==> config.mk <==
export PLATFORM = sky130hd
export DESIGN_NAME = bgi_queue
export DESIGN_NICKNAME = d
export VERILOG_FILES = /design/src/rtl/bgi_queue.sv
export SDC_FILE = /design/constraint.sdc
export NUM_CORES = 1
export LEC_CHECK = 0
export ABC_CLOCK_PERIOD_IN_PS = 4800
export BUFFER_PORTS_ARGS = -buffer_cell sky130_fd_sc_hd__buf_2
export CORE_ASPECT_RATIO = 1.4
export CORE_MARGIN = 2
export CORE_UTILIZATION = 23
export DETAILED_ROUTE_END_ITERATION = 12
export PLACE_DENSITY = 0.45
export SYNTH_ARGS = -nofsm -noshare
export SYNTH_HDL_FRONTEND = slang
export SYNTH_SLANG_ARGS = --single-unit
==> constraint.sdc <==
create_clock -name clk -period 4.8 [get_ports clk]
set_clock_uncertainty 0.15 [all_clocks]
set_input_delay 1.2 -clock clk [delete_from_list [all_inputs] [get_ports clk]]
set_output_delay 1.2 -clock clk [all_outputs]
set_load 0.05 [all_outputs]
==> src/rtl/bgi_queue.sv <==
module bgi_queue #(
	parameter int Width = 8,
	parameter int Depth = 4
) (
	input  logic             clk,
	input  logic             arst_n,
	input  logic             push_valid,
	output logic             full,
	input  logic [Width-1:0] push_data,
	output logic             pop_valid,
	input  logic             pop_ready,
	output logic [Width-1:0] pop_data
);
	localparam int PtrW = $clog2(Depth);

	logic [Width-1:0] mem_q [Depth];
	logic [PtrW-1:0]  wr_ptr_q, rd_ptr_q;
	logic [PtrW:0]    count_q;
	logic             push, pop;

	assign full      = count_q == (PtrW + 1)'(Depth);
	assign pop_valid = count_q != '0;
	assign push      = push_valid && !full;
	assign pop       = pop_ready && pop_valid;
	assign pop_data  = mem_q[rd_ptr_q];

	// Pointers and fill count.
	always_ff @(posedge clk or negedge arst_n) begin
		if (!arst_n) begin
			wr_ptr_q <= '0;
			rd_ptr_q <= '0;
			count_q  <= '0;
		end else begin
			if (push) wr_ptr_q <= wr_ptr_q + 1'b1;
			if (pop) rd_ptr_q <= rd_ptr_q + 1'b1;
			count_q <= count_q + (PtrW + 1)'(push) - (PtrW + 1)'(pop);
		end
	end

	// Storage.
	always_ff @(posedge clk) begin
		if (push) mem_q[wr_ptr_q] <= push_data;
	end

	a_count_bound: assert property (@(posedge clk) disable iff (!arst_n)
		count_q <= (PtrW + 1)'(Depth))
		else $error("queue count beyond depth");
	a_count_track: assert property (@(posedge clk) disable iff (!arst_n)
		(push && !pop) |=> count_q == $past(count_q) + 1'b1)
		else $error("queue count lost a push");
	a_ptr_gap: assert property (@(posedge clk) disable iff (!arst_n)
		PtrW'(wr_ptr_q - rd_ptr_q) == count_q[PtrW-1:0])
		else $error("queue pointers disagree with count");

endmodule

==> out/metrics.yaml <==
status: "completed"
cp-end-kind: "output pin"
ant_nets: 0
numPortBuffers: 21
ys_top_cells_by_count: "32 x edfxtp_1, 8 x mux4_2, 7 x dfrtp_1"
core_um2: 6850
cts_setup_buffers: 0
drc_errors: 0
synth_seq_area_share_pct: 70.7
synth_area_um2: 1610
period_share_pct: 66.5
leakage_nw: 0.709
layout-drive-gt1-share_pct: 36.4
cts_hold_buf: 0
antenna_found_initial: 0
rows: 36
cpPeakStageDelay_ns: 0.76
crit_type: "register to output pin"
synth.distinct_cells: 20
grt-ovfl-total: 0
seqCellArea_um2: 1140
hold_viol_final: 0
multiInputGateArea_um2: 437
syn_inst: 83
die_h_um: 103
synth_top_cell_area_share_pct: 59.8
nets: 128
fp.dieW_um: 74.6
path_clk_slew_ns: 0.07
fin_crit_ns: 3.19
grt_start_max_net_pins: 13
cp_data_required_time_ns: 3.45
synth_edf_count: 32
viasPerCell: 3.78
ios: 22
postLayoutCoreUtil_pct: 28.1
dr_total_vias: 775
slew_headroom_pct: 57.4
post-synth-top-count-cell: "edfxtp_1"
ys_warn_count: 0
crit_slowest_cell: "dfrtp_1"
crit_path_start_kind: "register"
setup_viol: 0
cpLargestDelayFamily: "flip-flops"
synthArstFlopShare_pct: 17.9
fin_cells: 205
grt_pass1_vias: 829
die_area_um2: 7680
grt_usage_pct: 7.62
drt_iter0_drc: 71
htree_levels: 2
cp_data_arrival_time_ns: 1.84
syn_to_final_growth_pct: 19.9
routedWlPerCell_um: 12.6
grt_setup_unrepaired: "false"
n_fill_cell: 712
n_antenna_cell: 0
yosys.area.top_type: "edfxtp_1"
ir_drop_mv: 0.195
crit_buf_inv: 1
place_hpwl_mm: 1.85
clock_latency_ns: 0.28
crit_fanout: 10
clockBufferDepth: 2
ys_top_cells_by_area: "edfxtp_1 60%, mux4_2 11%, dfrtp_1 11%"
numCtsBuffers: 5
worstMarginPinSlew_ns: 0.639
routabilityCongestion: 0.709
hold_path.class: "register to register"
cts_tree: "yes"
synth_seq_cells: 39
crit_chain: "mux4_2, buf_2"
max_freq_mhz: 313
drv_cap: 0
drv_slew: 0
routed_wl_mm: 2.59
synth_ff_type: "edfxtp_1"
drtPass1Iterations: 3
power_density_nw_per_um2: 667
avgSynthCellArea_um2: 19.4
clock_sinks: 39
grt_pass1_wl_mm: 4.20
timing.setup.tns_ns: 0
cts_resized: 0
syn_nets: 102
initial_utilization_pct: 23.5
cts-root-buf: "clkbuf_8"
numPlacedInstances: 197
==> report_power, final <==
part | internal (mW) | total [mW] | switching [mW]
Combinational | 0.179 | 0.483 | 0.303
Sequential | 0.458 | 0.548 | 0.0895
Clock | 0.152 | 0.256 | 0.104
==> kinds of logic after synthesis <==
family,Yosys count,share of synthesized area [%]
XOR/XNOR,4,2.18
adder cells (fa/ha/maj),7,5.92
flip-flops,39,70.7
multiplexers,8,11.2
AO/OA/AOI/OAI,4,2.10
buffers and inverters,8,2.10
AND/OR/NAND/NOR,13,5.76
==> sequential cells by signal, indices dropped and copies added (netlist names) <==
register and flops:
wr_ptr_q 2, rd_ptr_q 2, count_q 3, mem_q 32
==> cell usage in the layout, fill, tap and decap left out, drive strengths merged <==
master,instances
edfxtp,32
buf,21
mux4,8
dfrtp,7
ha,6
inv,6
clkbuf,5
and3,4
xnor2,3
nand2b,3
nand2,2
nand4bb,2
o211ai,2
clkinv,2
o31a,1
or3b,1
or3,1
xor2,1
o311ai,1
fa,1
bufinv,1
==> worst paths after layout <==
| kind | from | to | slack (ns) | cells after the start |
|---|---|---|---|---|
| max | rd_ptr_q[0]$_DFFE_PN0P_ | pop_data[6] | 1.61 | 2 |
| min | wr_ptr_q[1]$_DFFE_PN0P_ | wr_ptr_q[1]$_DFFE_PN0P_ | 0.45 | 2 |
| max reg2reg | count_q[1]$_DFF_PN0_ | count_q[2]$_DFF_PN0_ | 2.41 | 9 |
| min reg2reg | wr_ptr_q[1]$_DFFE_PN0P_ | wr_ptr_q[1]$_DFFE_PN0P_ | 0.45 | 2 |
| max in group asynchronous | arst_n | wr_ptr_q[1]$_DFFE_PN0P_ | 3.74 | 1 |
| min in group asynchronous | arst_n | count_q[1]$_DFF_PN0_ | 0.60 | 1 |
==> area by class of cell <==
cell class | instances | share of cell area [%]
clock inverters | 3 | 2.01
well taps | 95 | 6.17
multi-input cells | 36 | 22.7
clock buffers | 5 | 3.57
repair buffers | 21 | 5.45
flip-flops and latches | 39 | 59.0
inverters | 6 | 1.17
==> metal layers <==
layer  track usage [%]  vias to the layer above  share of wire, %
met5                 0                        -                 0
met4              3.30                        0              0.73
met3              3.13                        2               4.4
met2              12.3                       19                47
met1              8.88                      381                47
li1                  -                      373                 -
==> per-stage QoR <==
step	total power [mW]	hold slack (ns)	setup WS, ns	instance area, um2
after floorplan	0.939	0.393	2.12	1610
after global placement	1.04	0.418	1.89	1820
after detailed placement	1.05	0.436	1.87	1820
after CTS	1.31	0.456	1.55	1930
after global routing	1.37	0.491	1.49	1930
final	1.29	0.446	1.61	1930
==> worst register-to-register path, stage by stage (launching register included) <==
cell	delay (ns)
dfrtp_1	0.48
or3b_4	0.46
nand2_1	0.10
ha_1	0.23
inv_1	0.05
ha_1	0.12
inv_1	0.04
fa_1	0.37
xnor2_1	0.14
xnor2_1	0.13
Note: power is estimated with default switching activity, not from simulation.
