**src/rtl/bgi_pkg.sv**
```systemverilog
package bgi_pkg;

	// Default grid shape and table count.
	localparam int GRID_X_DEFAULT      = 80;
	localparam int GRID_Y_DEFAULT      = 80;
	localparam int TABLE_COUNT_DEFAULT = 4;

	// Fixed field widths.
	localparam int TSEL_W    = 2;
	localparam int TEMP_W    = 18;
	localparam int PRES_W    = 20;
	localparam int WORD_W    = 32;
	localparam int FRAC_BITS = 16;
	localparam int FRAC_W    = FRAC_BITS + 1;
	localparam int PADDR_W   = 5;

	// Depth of the queue between the front and back ends.
	localparam int QUEUE_DEPTH = 4;

	// Register indexes on the configuration port.
	localparam logic [2:0] REG_X_LOW       = 3'd0;
	localparam logic [2:0] REG_X_HIGH      = 3'd1;
	localparam logic [2:0] REG_Y_LOW       = 3'd2;
	localparam logic [2:0] REG_Y_HIGH      = 3'd3;
	localparam logic [2:0] REG_X_SCALE     = 3'd4;
	localparam logic [2:0] REG_Y_SCALE     = 3'd5;
	localparam logic [2:0] REG_LINE_SLOPE  = 3'd6;
	localparam logic [2:0] REG_LINE_OFFSET = 3'd7;

	// Register reset values.
	localparam logic [17:0] X_LOW_RESET       = 18'd64000;
	localparam logic [17:0] X_HIGH_RESET      = 18'd128000;
	localparam logic [19:0] Y_LOW_RESET       = 20'd131072;
	localparam logic [19:0] Y_HIGH_RESET      = 20'd458752;
	localparam logic [23:0] X_SCALE_RESET     = 24'd5301600;
	localparam logic [23:0] Y_SCALE_RESET     = 24'd1035469;
	localparam logic [15:0] LINE_SLOPE_RESET  = 16'd4800;
	localparam logic [17:0] LINE_OFFSET_RESET = 18'd106880;

	// Configuration register set.
	typedef struct packed {
		logic [17:0] x_low;
		logic [17:0] x_high;
		logic [19:0] y_low;
		logic [19:0] y_high;
		logic [23:0] x_scale;
		logic [23:0] y_scale;
		logic [15:0] line_slope;
		logic [17:0] line_offset;
	} cfg_t;

	// What the back end does with a word.
	typedef enum logic [1:0] {
		KIND_LOOKUP,
		KIND_STORE,
		KIND_NULL
	} kind_t;

	// Control part of a word passed from front to back.
	typedef struct packed {
		kind_t kind;
		logic  flag;
	} ctl_t;

endpackage

```
**src/rtl/bgi_ifs.sv**
```systemverilog
// Input item channel.
interface bgi_item_if #(
	parameter int IdxW = 13
);
	logic                             valid;
	logic                             ready;
	logic                             operation;
	logic [bgi_pkg::TSEL_W-1:0]       table_select;
	logic [bgi_pkg::TEMP_W-1:0]       temperature;
	logic [bgi_pkg::PRES_W-1:0]       pressure;
	logic [IdxW-1:0]                  entry_index;
	logic signed [bgi_pkg::WORD_W-1:0] entry_value;

	modport source (
		output valid, operation, table_select, temperature, pressure,
		entry_index, entry_value,
		input ready
	);
	modport sink (
		input valid, operation, table_select, temperature, pressure,
		entry_index, entry_value,
		output ready
	);
endinterface


```
**src/rtl/bgi_front.sv**
```systemverilog
module bgi_front #(
	parameter int GRID_X = 80,
	parameter int GRID_Y = 80,
	parameter int TABLE_COUNT = 4,
	localparam int IdxW = $clog2(GRID_X * GRID_Y),
	localparam int RowW = $clog2(GRID_X),
	localparam int ColW = $clog2(GRID_Y)
) (
	input  logic                           clk,
	input  logic                           arst_n,
	input  bgi_pkg::cfg_t                  cfg,
	bgi_item_if.sink                       item,
	output logic                           work_valid,
	input  logic                           work_full,
	output bgi_pkg::ctl_t                  work_ctl,
	output logic [bgi_pkg::TSEL_W-1:0]     work_tsel,
	output logic [RowW-1:0]                work_row,
	output logic [ColW-1:0]                work_col,
	output logic [bgi_pkg::FRAC_W-1:0]     work_ft,
	output logic [bgi_pkg::FRAC_W-1:0]     work_fs,
	output logic [bgi_pkg::WORD_W-1:0]     work_data
);
	import bgi_pkg::*;

	// Exact division of the entry index by GRID_Y through a reciprocal.
	localparam int DivW     = $clog2(GRID_Y);
	localparam int DivShift = IdxW + DivW;
	localparam int RecipW   = DivShift + 1;
	localparam longint Recip = ((longint'(1) << DivShift) + GRID_Y - 1) / GRID_Y;
	localparam int RprodW   = RecipW + IdxW;

	// Grid position limits.
	localparam int PosXW = RowW + FRAC_BITS;
	localparam int PosYW = ColW + FRAC_BITS;
	localparam longint CellsX = longint'(GRID_X - 1) << FRAC_BITS;
	localparam longint CellsY = longint'(GRID_Y - 1) << FRAC_BITS;

	logic adv;

	logic                valid_s1, valid_s2, valid_s3, valid_s4;
	logic                op_s1;
	logic [TSEL_W-1:0]   tsel_s1, tsel_s2, tsel_s3;
	logic [TEMP_W-1:0]   temp_s1, temp_s2;
	logic [PRES_W-1:0]   pres_s1;
	logic [IdxW-1:0]     eidx_s1, eidx_s2, eidx_s3;
	logic [WORD_W-1:0]   eval_s1, eval_s2, eval_s3;

	kind_t               kind_c, kind_s2, kind_s3;
	logic                flag_c, flag_s2, flag_s3;
	logic [TEMP_W-1:0]   dx_c, dx_s2;
	logic [PRES_W-1:0]   dy_c, dy_s2;
	logic [35:0]         slope_prod_c, slope_prod_s2;
	logic [RprodW-1:0]   row_prod_c, row_prod_s2;
	logic                tbl_ok_c, idx_ok_c, range_c;

	logic [41:0]         prodx_c;
	logic [43:0]         prody_c;
	logic [36:0]         lhs_c, rhs_c;
	logic [25:0]         posx_raw_s3;
	logic [27:0]         posy_raw_s3;
	logic [RowW-1:0]     row_s3;

	logic [PosXW-1:0]    posx_c;
	logic [PosYW-1:0]    posy_c;
	logic [RowW-1:0]     ix_c, i_c;
	logic [ColW-1:0]     jy_c, j_c, col_c;

	// The front end moves whenever its last stage can hand over.
	assign adv        = !valid_s4 || !work_full;
	assign item.ready = adv;

	always_ff @(posedge clk or negedge arst_n) begin
		if (!arst_n) begin
			valid_s1 <= 1'b0;
			valid_s2 <= 1'b0;
			valid_s3 <= 1'b0;
			valid_s4 <= 1'b0;
		end else if (adv) begin
			valid_s1 <= item.valid;
			valid_s2 <= valid_s1;
			valid_s3 <= valid_s2;
			valid_s4 <= valid_s3;
		end
	end

	// Input register.
	always_ff @(posedge clk) begin
		if (adv) begin
			op_s1   <= item.operation;
			tsel_s1 <= item.table_select;
			temp_s1 <= item.temperature;
			pres_s1 <= item.pressure;
			eidx_s1 <= IdxW'(item.entry_index);
			eval_s1 <= item.entry_value;
		end
	end

	// Classify the word, check ranges, offset the inputs from the grid origin.
	assign tbl_ok_c = 32'(tsel_s1) < 32'(TABLE_COUNT);
	assign idx_ok_c = 32'(eidx_s1) < 32'(GRID_X * GRID_Y);
	assign range_c  = (temp_s1 < cfg.x_low) || (temp_s1 > cfg.x_high) ||
		(pres_s1 < cfg.y_low) || (pres_s1 > cfg.y_high);
	assign dx_c = (temp_s1 > cfg.x_low) ? temp_s1 - cfg.x_low : '0;
	assign dy_c = (pres_s1 > cfg.y_low) ? pres_s1 - cfg.y_low : '0;
	assign slope_prod_c = 36'(cfg.line_slope) * 36'(pres_s1);
	assign row_prod_c   = RprodW'(eidx_s1) * RprodW'(Recip);

	always_comb begin
		if (op_s1) begin
			kind_c = (tbl_ok_c && idx_ok_c) ? KIND_STORE : KIND_NULL;
			flag_c = 1'b0;
		end else begin
			kind_c = tbl_ok_c ? KIND_LOOKUP : KIND_NULL;
			flag_c = !tbl_ok_c || range_c;
		end
	end

	always_ff @(posedge clk) begin
		if (adv) begin
			kind_s2       <= kind_c;
			flag_s2       <= flag_c;
			tsel_s2       <= tsel_s1;
			temp_s2       <= temp_s1;
			dx_s2         <= dx_c;
			dy_s2         <= dy_c;
			slope_prod_s2 <= slope_prod_c;
			row_prod_s2   <= row_prod_c;
			eidx_s2       <= eidx_s1;
			eval_s2       <= eval_s1;
		end
	end

	// Scale to grid positions and compare against the limit line.
	assign prodx_c = 42'(dx_s2) * 42'(cfg.x_scale);
	assign prody_c = 44'(dy_s2) * 44'(cfg.y_scale);
	assign lhs_c   = 37'({temp_s2, 16'h0000});
	assign rhs_c   = 37'({cfg.line_offset, 16'h0000}) + 37'(slope_prod_s2);

	always_ff @(posedge clk) begin
		if (adv) begin
			kind_s3     <= kind_s2;
			flag_s3     <= flag_s2 || (kind_s2 == KIND_LOOKUP && lhs_c >= rhs_c);
			tsel_s3     <= tsel_s2;
			posx_raw_s3 <= prodx_c[41:16];
			posy_raw_s3 <= prody_c[43:16];
			row_s3      <= row_prod_s2[DivShift +: RowW];
			eidx_s3     <= eidx_s2;
			eval_s3     <= eval_s2;
		end
	end

	// Saturate positions, clamp to the last full cell, split off fractions.
	assign posx_c = (posx_raw_s3 > 26'(CellsX)) ? PosXW'(CellsX) : posx_raw_s3[PosXW-1:0];
	assign posy_c = (posy_raw_s3 > 28'(CellsY)) ? PosYW'(CellsY) : posy_raw_s3[PosYW-1:0];
	assign ix_c   = posx_c[PosXW-1:FRAC_BITS];
	assign jy_c   = posy_c[PosYW-1:FRAC_BITS];
	assign i_c    = (32'(ix_c) > 32'(GRID_X - 2)) ? RowW'(GRID_X - 2) : ix_c;
	assign j_c    = (32'(jy_c) > 32'(GRID_Y - 2)) ? ColW'(GRID_Y - 2) : jy_c;
	assign col_c  = ColW'(32'(eidx_s3) - 32'(row_s3) * 32'(GRID_Y));

	always_ff @(posedge clk) begin
		if (adv) begin
			work_ctl.kind <= kind_s3;
			work_ctl.flag <= flag_s3;
			work_tsel     <= tsel_s3;
			work_data     <= eval_s3;
			work_ft       <= FRAC_W'(posx_c - {i_c, 16'h0000});
			work_fs       <= FRAC_W'(posy_c - {j_c, 16'h0000});
			if (kind_s3 == KIND_STORE) begin
				work_row <= row_s3;
				work_col <= col_c;
			end else begin
				work_row <= i_c;
				work_col <= j_c;
			end
		end
	end

	assign work_valid = valid_s4;

endmodule

```
**src/flat_wrapper.sv**
```systemverilog
// flat-port wrapper written by rule: the top's interface ports become plain ports
module bgi_front_flat import bgi_pkg::*;
#(
	parameter int GRID_X = 80,
	parameter int GRID_Y = 80,
	parameter int TABLE_COUNT = 4,
	localparam int IdxW = $clog2(GRID_X * GRID_Y),
	localparam int RowW = $clog2(GRID_X),
	localparam int ColW = $clog2(GRID_Y)
)
  (clk, arst_n, cfg, work_valid, work_full, work_ctl, work_tsel, work_row, work_col, work_ft, work_fs, work_data, item_valid, item_operation, item_table_select, item_temperature, item_pressure, item_entry_index, item_entry_value, item_ready);
  bgi_item_if item_i ();
  input  logic clk;
  input  logic arst_n;
  input  bgi_pkg::cfg_t cfg;
  output logic work_valid;
  input  logic work_full;
  output bgi_pkg::ctl_t work_ctl;
  output logic [bgi_pkg::TSEL_W-1:0] work_tsel;
  output logic [RowW-1:0] work_row;
  output logic [ColW-1:0] work_col;
  output logic [bgi_pkg::FRAC_W-1:0] work_ft;
  output logic [bgi_pkg::FRAC_W-1:0] work_fs;
  output logic [bgi_pkg::WORD_W-1:0] work_data;
  input wire logic [$bits(item_i.valid)-1:0] item_valid;
  input wire logic [$bits(item_i.operation)-1:0] item_operation;
  input wire logic [$bits(item_i.table_select)-1:0] item_table_select;
  input wire logic [$bits(item_i.temperature)-1:0] item_temperature;
  input wire logic [$bits(item_i.pressure)-1:0] item_pressure;
  input wire logic [$bits(item_i.entry_index)-1:0] item_entry_index;
  input wire logic [$bits(item_i.entry_value)-1:0] item_entry_value;
  output wire logic [$bits(item_i.ready)-1:0] item_ready;
  assign item_i.valid = item_valid;
  assign item_i.operation = item_operation;
  assign item_i.table_select = item_table_select;
  assign item_i.temperature = item_temperature;
  assign item_i.pressure = item_pressure;
  assign item_i.entry_index = item_entry_index;
  assign item_i.entry_value = item_entry_value;
  assign item_ready = item_i.ready;
  bgi_front #(.GRID_X(GRID_X), .GRID_Y(GRID_Y), .TABLE_COUNT(TABLE_COUNT)) u_core (.clk(clk), .arst_n(arst_n), .cfg(cfg), .item(item_i), .work_valid(work_valid), .work_full(work_full), .work_ctl(work_ctl), .work_tsel(work_tsel), .work_row(work_row), .work_col(work_col), .work_ft(work_ft), .work_fs(work_fs), .work_data(work_data));
endmodule
```
**config.mk**
```make
export PLATFORM = sky130hd
export DESIGN_NAME = bgi_front_flat
export DESIGN_NICKNAME = d
export VERILOG_FILES = /design/src/rtl/bgi_pkg.sv /design/src/rtl/bgi_ifs.sv /design/src/rtl/bgi_front.sv /design/src/flat_wrapper.sv
export SDC_FILE = /design/constraint.sdc
export NUM_CORES = 2
export LEC_CHECK = 0
export ABC_CLOCK_PERIOD_IN_PS = 37500
export BUFFER_PORTS_ARGS = -buffer_cell sky130_fd_sc_hd__buf_4
export CORE_MARGIN = 2
export CORE_UTILIZATION = 35
export CTS_CLUSTER_DIAMETER = 30
export DETAILED_ROUTE_END_ITERATION = 8
export GPL_ROUTABILITY_DRIVEN = 0
export HOLD_SLACK_MARGIN = 0.15
export PLACE_DENSITY = 0.48
export SYNTH_ARGS = -nofsm -noshare
export SYNTH_HDL_FRONTEND = slang
export SYNTH_SLANG_ARGS = --single-unit
```
**constraint.sdc**
```tcl
create_clock -name clk -period 37.5 [get_ports clk]
set_input_delay 9.375 -clock clk [delete_from_list [all_inputs] [get_ports clk]]
set_output_delay 9.375 -clock clk [all_outputs]
set_load 0.02 [all_outputs]
```
==> flow_summary.toml <==
[logic_synthesis]
synthArstFlopShare_pct = 0.946
ys_warn_count = 0
synth_seq_cells = 423
synth_flop_cell = "edfxtp_1"
synth_top_area_cell = "fa_1"
syn_nets = 7624
synth_area_um2 = 58200
synth-xor-area-share_pct = 1.99
synthCells = 5761
synth.top_cell.area_share_pct = 35.7
synthAdderAreaFrac_pct = 48.1
synthDistinctLibCells = 71
seq_area_frac_synth_pct = 21.8
synth_edf_count = 419
avgSynthCellArea_um2 = 10.1
synth-simple-area-share_pct = 13.8
ys_top_cells_by_area = "fa_1 36%, edfxtp_1 22%, ha_1 12%, inv_1 8.3%, and2_1 5.7%"
synth_top_family_by_area = "adder cells"
synth_compound_area_share_pct = 4.43
synth.area.mux_share_pct = 0.112

[timing]
fin_skew_ns = 0.0977
final.setup.tns_ns = 0
setup_viol = 0
tightest_slew_ns = 1.28
finalHoldViolations = 0
relSlewSlack_pct = 14.7
post-route-period-util_pct = 52.2
max_freq_mhz = 51.1
rsz0062_at_grt = "false"
drv_slew = 0
fin_crit_ns = 19.57

[finish]
layout-drive-gt1-share_pct = 9.51
syn2layout_area_growth_pct = 14.8
nets = 7888

[routing]
drt-wirelength-per-cell_um = 18.7
vias = 39500
vias_per_cell = 4.75
drc = 0
drt-total-wl_um = 156000
dr.pass1.iters = 5
drtAntennaViolNets = 0
drt_iter0_drc = 1873

[clock_tree]
clkSlewWorstSetupHoldPaths_ns = 0.05
cts_buffers = 107
cts_tree = "done"
clock-sinks = 423
htreeDepth = 3
cts-root-buf = "clkbuf_16"
clk_latency_ns = 0.76
clockBufferDepth = 3
postCtsSetupBuffers = 0
post_cts_resize_count = 0
cts_hold_buf = 0

[critical_path]
rrSetupSlack_ns = 28.88
cp_top_family = "buffers and inverters"
cp-end-kind = "output pin"
reg2regPathDepth = 25
slowest_stage = "nand2_4"
critPathMaxFanout = 34
crit_path_start = "work_full"
crit_type = "in2out"
cp-start-kind = "input pin"
cpMostUsedCell = "buf_4"
r2r_start = "u_core.dy_s2[3]"
crit_arrival_ns = 10.20
path_cells = "buf_4 -> nand2_4 -> buf_4"
required_ns = 28.12
path_buf_inv = 2
r2r-end = "u_core.posy_raw_s3[27]"
max_stage_delay_ns = 0.37

[worst_hold_path]
holdCritStartpoint = "u_core.eval_s2[6]"
holdPathEnd = "u_core.eval_s3[6]"
hold_class = "reg2reg"
hold_depth = 0

[floorplanning]
die_width_um = 412
die_area_um2 = 170000
start_util_pct = 35.3
ios = 335
die_h_um = 412
fp-row-count = 149
coreArea_um2 = 165000

[flow_run]
maxCapViolCount = 0

[global_route]
grt_pass1_wl_um = 245000
grt_max_degree = 137
overflow = 0
grt_usage_pct = 18.8
antenna_found_initial = 10
grt_pass1_vias = 42600

[outcome]
status = "finished clean"

[placed_design]
io_buffers = 334
place_hpwl_um = 117000
[per-stage QoR]
stage               setup WS [ns]  instance area, µm²  util (%)  cells  hold slack (ns)
floorplan                    9.76               58200         -   5761            0.400
global placement            17.89               63000      38.2   8105            0.400
detailed placement          17.88               63000      38.2   8105            0.405
CTS                         17.88               66800      40.5   8307            0.320
global route                17.86               66800      40.5   8309            0.343
finish                      17.93               66800      40.5   8313            0.351
[cells by family after synthesis]
family | count (synthesis)
compound gates | 395
xor+xnor | 132
fa+ha+maj | 1615
buf+inv | 1516
flops | 423
mux | 6
simple gates | 1674
[routing by layer]
layer  track usage [%]  wire [µm]
met2              31.5      75800
met1              25.1      69100
met5                 0         92
met4              5.46       3900
met3              3.10       6640
[worst reg2reg max path: cells and delay by family, from the launching register on]
kind	cells	cell delay, ns
AOI/OAI and AO/OA	8	2.69
adders and majority gates	8	3.66
buffers and inverters	6	0.29
DFF	1	1.13
muxes	1	0.25
and+or+nand+nor	2	0.36
[registers in the layout, summed over array words and instances (netlist names), 13 cells and up]
signal and flops:
u_core.slope_prod_s2 36, u_core.eval_s1 32, u_core.eval_s2 32, u_core.eval_s3 32
u_core.work_data 32, u_core.posy_raw_s3 28, u_core.posx_raw_s3 26, u_core.dy_s2 20
u_core.pres_s1 20, u_core.dx_s2 18, u_core.temp_s1 18, u_core.temp_s2 18
u_core.work_fs 17, u_core.work_ft 17, u_core.eidx_s1 13
[worst max-delay path by stage]
stage	slack, ns	depth (start not counted)	endpoint
CTS	17.88	3	item_ready
global route	17.86	3	item_ready
finish	17.93	3	item_ready
detailed placement	17.88	3	item_ready
global placement	17.89	3	item_ready
floorplan	9.76	1	item_ready
[cell type report]
type / count / area [µm²]
clock inverter: 86 / 1090
inverter: 1293 / 4860
antenna: 6 / 15.0
fill: 16400 / 98200
clock buffer: 116 / 2710
timing repair buffer: 378 / 2850
multi-input combinational: 3822 / 39900
sequential: 423 / 12700
tap: 2189 / 2740
[cell usage in the layout (no fill, tap or decap), types with 7 or more instances in the layout]
cell / synthesis / final
or2_2: 9 / 9
and3_1: 12 / 12
ha_1: 577 / 577
a21oi_1: 123 / 122
clkbuf_1: 220 / 9
nor2_1: 129 / 129
o31ai_1: 8 / 8
nand4_1: 26 / 26
clkinv_4: 1 / 14
a31oi_1: 10 / 10
xnor2_1: 85 / 85
and4_1: 8 / 8
a211o_1: 11 / 11
nor3_1: 51 / 51
nand2_1: 818 / 817
a211oi_1: 10 / 10
buf_4: 0 / 377
o21ai_1: 25 / 26
inv_1: 1291 / 1291
and2_1: 526 / 526
clkbuf_16: 0 / 107
o21ai_0: 35 / 34
clkinvlp_4: 0 / 12
o21a_1: 26 / 26
clkinv_2: 0 / 14
bufinv_16: 0 / 18
nand2b_1: 17 / 17
o22ai_1: 7 / 7
clkinv_1: 0 / 18
xor2_1: 47 / 47
nand3_1: 26 / 26
nor4_1: 18 / 18
edfxtp_1: 419 / 419
a21o_1: 75 / 75
nor2b_1: 22 / 22
o21bai_1: 13 / 13
fa_1: 1038 / 1038
[cell usage after synthesis, types with 9 or more instances]
cell and number:
nor4_1 18, edfxtp_1 419, nand2b_1 17, and2_1 526
o21bai_1 13, a211oi_1 10, a21oi_1 123, o21ai_0 35
and3_1 12, clkbuf_1 220, xnor2_1 85, a31oi_1 10
nor2_1 129, nor3_1 51, o21ai_1 25, nand2_1 818
inv_1 1291, a21o_1 75, fa_1 1038, nand3_1 26
nand4_1 26, a211o_1 11, o21a_1 26, nor2b_1 22
or2_2 9, xor2_1 47, ha_1 577
Power is left out: the tool's default activity adds up to more than one toggle a clock period on the data nets, which glitch-free logic cannot reach.
